## config.mk

```make
export PLATFORM = sky130hd
export DESIGN_NAME = frs_ctrl
export DESIGN_NICKNAME = d
export VERILOG_FILES = /design/src/design/frs_pkg.sv /design/src/design/frs_ctrl.sv
export SDC_FILE = /design/constraint.sdc
export NUM_CORES = 1
export LEC_CHECK = 0
export BUFFER_PORTS_ARGS = -buffer_cell sky130_fd_sc_hd__clkbuf_2
export CORE_AREA = 5 5 42 44
export DETAILED_ROUTE_END_ITERATION = 8
export DIE_AREA = 0 0 47 49
export PLACE_DENSITY_LB_ADDON = 0.15
export SYNTH_ARGS = -nofsm -noshare
export SYNTH_HDL_FRONTEND = slang
export SYNTH_SLANG_ARGS = --single-unit
export TNS_END_PERCENT = 50
```

## constraint.sdc

```tcl
create_clock -name clk -period 2.28 [get_ports clk]
set_clock_uncertainty 0.05 [all_clocks]
set_input_delay 0.342 -clock clk [delete_from_list [all_inputs] [get_ports clk]]
set_output_delay 0.342 -clock clk [all_outputs]
set_load 0.03 [all_outputs]
```

## src/design/frs_pkg.sv

```systemverilog
// ============================================================================
// frs_pkg: shared types and constants for the fitness roulette selector
// Item structs, controller command/status bundles and fixed-point constants.
// ============================================================================
package frs_pkg;

    localparam int unsigned FIT_W     = 33;   // unsigned Q17.16 fitness
    localparam int unsigned TOTAL_W   = 40;   // running fitness total
    localparam int unsigned VALUE_W   = 32;   // signed Q16.16 value
    localparam int unsigned FRAC_W    = 16;   // unsigned 0.16 fraction
    localparam int unsigned SEL_W     = 7;    // reported index width
    localparam int unsigned CFG_IDX_W = 1;
    localparam int unsigned CFG_W     = 32;

    localparam int unsigned MATCH_VALUE = 1000;
    localparam logic [FIT_W-1:0] FIT_MATCH = FIT_W'(MATCH_VALUE) << 16;

    // restoring division of 2^32 by the distance, one quotient bit per step
    localparam int unsigned DIV_STEPS = 33;
    localparam logic [5:0] DIV_FIRST = 6'(DIV_STEPS - 1);

    localparam logic CMD_LOAD   = 1'b0;
    localparam logic CMD_SELECT = 1'b1;

    localparam logic [CFG_IDX_W-1:0] REG_GOAL = 1'd0;
    localparam logic [CFG_IDX_W-1:0] REG_POP  = 1'd1;

    localparam logic [VALUE_W-1:0] GOAL_RESET = 32'd65536000;
    localparam logic [7:0]         POP_RESET  = 8'd100;

    typedef struct packed {
        logic                      command;
        logic                      first_of_generation;
        logic signed [VALUE_W-1:0] candidate_value;
        logic [FRAC_W-1:0]         random_fraction;
    } frs_in_t;

    typedef struct packed {
        logic [FIT_W-1:0] fitness_out;
        logic             goal_matched;
        logic [SEL_W-1:0] selected_index;
    } frs_out_t;

    typedef struct packed {
        logic capture;   // item accepted, latch its fields
        logic div_step;  // one restoring division step
        logic mul;       // form the slice, clear the walk
        logic walk;      // one stored entry per cycle
        logic finish;    // load result register, commit a load
    } frs_cmd_t;

    typedef struct packed {
        logic div_last;
        logic count_zero;
        logic walk_done;
    } frs_sts_t;

endpackage

```

## src/design/frs_ctrl.sv

```systemverilog
// ============================================================================
// frs_ctrl: sequencing state machine
// Accepts one item at a time, steps the divider or the roulette walk,
// and hands the result to the output register.
// ============================================================================
module frs_ctrl
    import frs_pkg::*;
(
    input  logic     clk,
    input  logic     rst_n,
    input  logic     in_valid,
    input  logic     in_command,
    output logic     in_stall,
    output logic     out_valid,
    input  logic     out_stall,
    output frs_cmd_t cmd,
    input  frs_sts_t sts
);

    typedef enum logic [2:0] {
        S_IDLE,
        S_DIV,
        S_MUL,
        S_WALK,
        S_FIN
    } state_t;

    state_t state_reg, state_next;
    logic   out_valid_reg, out_valid_next;
    logic   accept;
    logic   slot_free;

    assign in_stall  = (state_reg != S_IDLE);
    assign accept    = in_valid && !in_stall;
    assign slot_free = !out_valid_reg || !out_stall;

    always_comb
    begin
        state_next   = state_reg;
        cmd          = '0;
        cmd.capture  = accept;
        unique case (state_reg)
            S_IDLE:
            begin
                if (accept)
                begin
                    state_next = (in_command == CMD_SELECT) ? S_MUL : S_DIV;
                end
            end
            S_DIV:
            begin
                cmd.div_step = 1'b1;
                if (sts.div_last)
                begin
                    state_next = S_FIN;
                end
            end
            S_MUL:
            begin
                cmd.mul    = 1'b1;
                state_next = sts.count_zero ? S_FIN : S_WALK;
            end
            S_WALK:
            begin
                cmd.walk = 1'b1;
                if (sts.walk_done)
                begin
                    state_next = S_FIN;
                end
            end
            S_FIN:
            begin
                if (slot_free)
                begin
                    cmd.finish = 1'b1;
                    state_next = S_IDLE;
                end
            end
            default:
            begin
                state_next = S_IDLE;
            end
        endcase
    end

    always_comb
    begin
        out_valid_next = out_valid_reg && out_stall;
        if (cmd.finish)
        begin
            out_valid_next = 1'b1;
        end
    end

    always_ff @(posedge clk or negedge rst_n)
    begin
        if (!rst_n)
        begin
            state_reg     <= S_IDLE;
            out_valid_reg <= 1'b0;
        end
        else
        begin
            state_reg     <= state_next;
            out_valid_reg <= out_valid_next;
        end
    end

    assign out_valid = out_valid_reg;

`ifndef SYNTH
    // a pending result is never overwritten
    a_no_overwrite: assert property (@(posedge clk) disable iff (!rst_n)
        (out_valid_reg && out_stall) |-> !cmd.finish)
        else $error("result overwritten while stalled");

    // an accepted item closes the input in the cycle after the accept
    a_busy_after_accept: assert property (@(posedge clk) disable iff (!rst_n)
        accept |=> in_stall)
        else $error("input open right after accept");

    // a new result shows up only from the finishing state
    a_valid_from_fin: assert property (@(posedge clk) disable iff (!rst_n)
        $rose(out_valid_reg) |-> $past(state_reg == S_FIN))
        else $error("result valid without finish");
`endif

endmodule

```

# Yosys cells after proc, flatten, opt, wreduce, memory -nomap -nowiden
# Cells that the tools add are included.
# classes
eq_ne	8
n_mux	13
n_reduce_logical	9
# ops
operator	count
$mux W3	5
$pmux W3 S5	1
$ne A2 B2 Y1 const B	4
$eq A3 B2 Y1 const B	2
$mux W1	6
$reduce_and A4 Y1	1
$eq A3 B1 Y1 const B	1
$eq A3 B3 Y1 const B	1
$logic_not A1 Y1	3
$logic_not A3 Y1	1
$reduce_bool A3 Y1	1
$logic_and A1 B1 Y1	2
$mux W2	1
$logic_or A1 B1 Y1	1
# word_totals
register_bits	4
input_bits	8
out_inout_bits	7
wordCells	32

# Depth between registers and ports, before layout
# logic_depth
ltp_word	5
depth_mapped	4
ltp_nobuf	3

# Worst setup path after synthesis
# No wires, ideal clock.
# synth_path
path_type	register to output
from	register state_reg[0]
to	output cmd[4] in the netlist's numbering
t_arrival_ps	1291
required_time_ps	1888
setup_slack_ps	597
path_stages_with_launch	5
path_buffers	2
path_cell_list	dfrtp_1 buf_6 or3_1 nor2_1 buf_4
# synth_between
elab_chain_len	3
# synth_rtl
item	line_no	rtl
from (decl)	frs_ctrl.sv:28	state_t state_reg, state_next;
from (signal assigned)	frs_ctrl.sv:104	state_reg <= state_next;
$reduce_bool A3 Y1	frs_ctrl.sv:33	assign in_stall = (state_reg != S_IDLE);
named net in_stall	frs_ctrl.sv:13	output logic in_stall,
$logic_not A1 Y1	frs_ctrl.sv:34	assign accept = in_valid && !in_stall;
$logic_and A1 B1 Y1	frs_ctrl.sv:34	
to (decl)	frs_ctrl.sv:16	output frs_cmd_t cmd,
# The timed path passes the listed nets, and every way through them passes these cells.

==> flow_metrics.tcl <==
set metrics [dict create \
    required_ps 1890 \
    startpoint_type "register" \
    detailed_place_hpwl_um 533 \
    maxClockFrequency_ghz 0.5550 \
    starting_density_of_the_core 0.1982 \
    finalWeightedCongestion 0.6463 \
    final_layout_size_suffix_gt1_frac 0.3469 \
    tcrit_tclk_final 0.7903 \
    worst_r2r_path_depth 2 \
    comb_power_share 0.534 \
    placed_cells 61 \
    routed_wl_um 645 \
    insertedDiodeCount 0 \
    cts.hold.buffers_added 1 \
    share_clk_of_total_power 0.171 \
    h-tree-depth 1 \
    largest_reg_flops 3 \
    grt_max_degree 11 \
    finalHoldViolations 0 \
    post-route-util 0.2688 \
    synth_fa_ha_area_frac 0 \
    worst_slew_pin_slew_ps 285.1 \
    post_synth.cell_area_avg_um2 8.170 \
    tritoncts "done" \
    power_switching_mw 0.2490 \
    grt-ovfl-total 0 \
    fin_setup_tns_ps 0 \
    count_of_flip_flops_with_a_built_in_enable_after_synthesis 0 \
    initialDrtViolationCount 2 \
    timing.reg2reg.setup_slack_ps 1010 \
    worst_ir_drop_vdd_v 0.0002955 \
    core_area_mm2 0.001401 \
    power.switching_fraction 0.4947 \
    postCtsResizedCells 0 \
    power.static_leakage_nw 0.1940 \
    die_area_mm2 0.002303 \
    dr.pass1.iters 3 \
    startpoint "state_reg[1]" \
    critical_path_class "reg2out" \
    maxSlewViolCount 0 \
    final.hold.worst_slack_ps 305.6 \
    critical_path_peak_fanout 10 \
    cellInternalPower_mw 0.2543 \
    clk_root_buffer_cell "clkbuf_4" \
    total_routing_usage_reported_by_global_routing 0.07052 \
    synthDistinctLibCells 18 \
    synth_nets 42 \
    setup_violations 0 \
    detail_route.vias_per_cell 4.123 \
    die_w_um 47 \
    io_buffers 14 \
    power_dens_cells_mw_per_mm2 1337 \
    synthXorXnorAreaFrac 0 \
    maxCapViolCount 0 \
    synth-seq-cells 4 \
    clk-insertion-delay-late_ps 230 \
    cp_data_arrival_time_ps 1410 \
    worst_setup_path_end_kind "output port" \
    worstHoldPathType "in2reg" \
    clk_pin_slew_worst_paths_ps 40 \
    synthFlopType "dfrtp_1" \
    cts-buffers-inserted 3 \
    ant_nets 0 \
    number_of_global_route_vias_before_repair 278 \
    synth.mux.area_fraction 0.07207 \
    largest_family_of_logic_cells_by_synthesized_area "simple AND/OR/NAND/NOR gates" \
    deepest_clock_path_buffer_count 2 \
    synth_simple_gate_area_share 0.2838 \
    final_cells 65 \
    ys_warn_count 0 \
    synth_seq_area_share 0.3604 \
    grt_first_pass_wirelength_um 1145 \
    fp-row-count 14 \
    grt_setup_unrepaired "false" \
    syn_area_um2 277.8 \
    period_minus_slack_ps 1802 \
    vias 268 \
    seq_power_share 0.295 \
    ys_async_sr_fraction 1.000 \
    postSynthCellCount 34 \
    tritoncts_sink_count 4 \
    die_height_um 49 \
    worst_slew_margin_rel 0.8099 \
    worstSetupEndpoint "cmd[4]" \
    average_routed_wire_per_standard_cell_um 9.923 \
    num-nets-final 59 \
    area_delta_synth_final_pct 35.59 \
    synth-compound-area-share 0.1847 \
    dr_drc_count 0 \
    r2r_start "state_reg[0]" \
    run_status "finished, final reports clean" \
    boundaryPins 15 \
    initial_antenna_violation_count 0 \
    reg2reg_to "state_reg[1]" \
    post-cts-setup-buffers 0 \
]
-- per-stage QoR --
step	cell area (um^2)	setup slack [ps]	total power [mW]
2_1_floorplan	277.8	596.6	0.3709
3_3_place_gp	344.1	738.1	0.4256
3_5_place_dp	344.1	719.3	0.4207
4_1_cts	376.6	461.5	0.5144
5_1_grt	376.6	400.0	0.5493
6_report	376.6	478.2	0.5034
-- power by group through the flow --
| stage | Combinational (mW) | Clock, mW | Sequential, mW |
|---|---|---|---|
| after floorplan | 0.239 | 0 | 0.132 |
| after global routing | 0.290 | 0.102 | 0.157 |
| after CTS | 0.273 | 0.0921 | 0.149 |
| final | 0.269 | 0.0862 | 0.148 |
| after detailed placement | 0.271 | 0 | 0.150 |
| after global placement | 0.273 | 0 | 0.152 |
-- worst max-delay path, cell delays in order, from the launching register on --
cell	delay [ps]
dfrtp_1	470
or3_1	400
nor2_1	100
clkbuf_2	210
-- layer usage --
layer  vias to the layer above  GRT usage  share of wire
met4                         0    0.04147              0
met5                         -          0              0
met2                         5    0.09729           0.51
met1                       116    0.08609           0.45
met3                         0    0.03321          0.043
li1                        147          -              -
-- final cells by class --
| type | count | area (um^2) |
|---|---|---|
| Clock buffer | 3 | 22.52 |
| Fill cell | 170 | 1025 |
| Inverter | 1 | 3.754 |
| Multi-Input combinational cell | 26 | 150.1 |
| Sequential cell | 4 | 100.1 |
| Tap cell | 16 | 20.02 |
| Timing Repair Buffer | 15 | 80.08 |
-- cell usage after synthesis (2+ instances only) --
cell type	number	share of area
a21oi_1	4	0.072
and2_1	2	0.045
dfrtp_1	4	0.36
mux2i_1	2	0.072
nand2_1	3	0.041
nor2_1	4	0.054
nor2b_1	3	0.068
o21ai_0	2	0.036
-- worst min-delay path by stage --
| stage | from | end | slack [ps] | depth (start not counted) |
|---|---|---|---|---|
| final | out_stall | out_valid | 310 | 3 |
| after detailed placement | rst_n | state_reg[1] | 110 | 1 |
| after CTS | out_stall | out_valid | 300 | 3 |
| after global routing | out_stall | out_valid | 300 | 3 |
| after global placement | rst_n | state_reg[2] | 110 | 1 |
| after floorplan | rst_n | out_valid | -4 | 0 |
-- cells in the final DEF (no fill, tap or decap), types with 2 or more instances in the layout --
master    count
nor2_1        4
nor2b_1       3
a21oi_1       4
and2_1        2
clkbuf_4      3
clkbuf_2     14
nand2_1       3
mux2i_1       2
dfrtp_1       4
o21ai_0       2
-- cells by family after synthesis --
logic type,count (synthesis)
buf+inv,4
mux,2
flops,4
simple gates,15
compound gates,9
No activity file was read; power rests on OpenSTA's default activity.
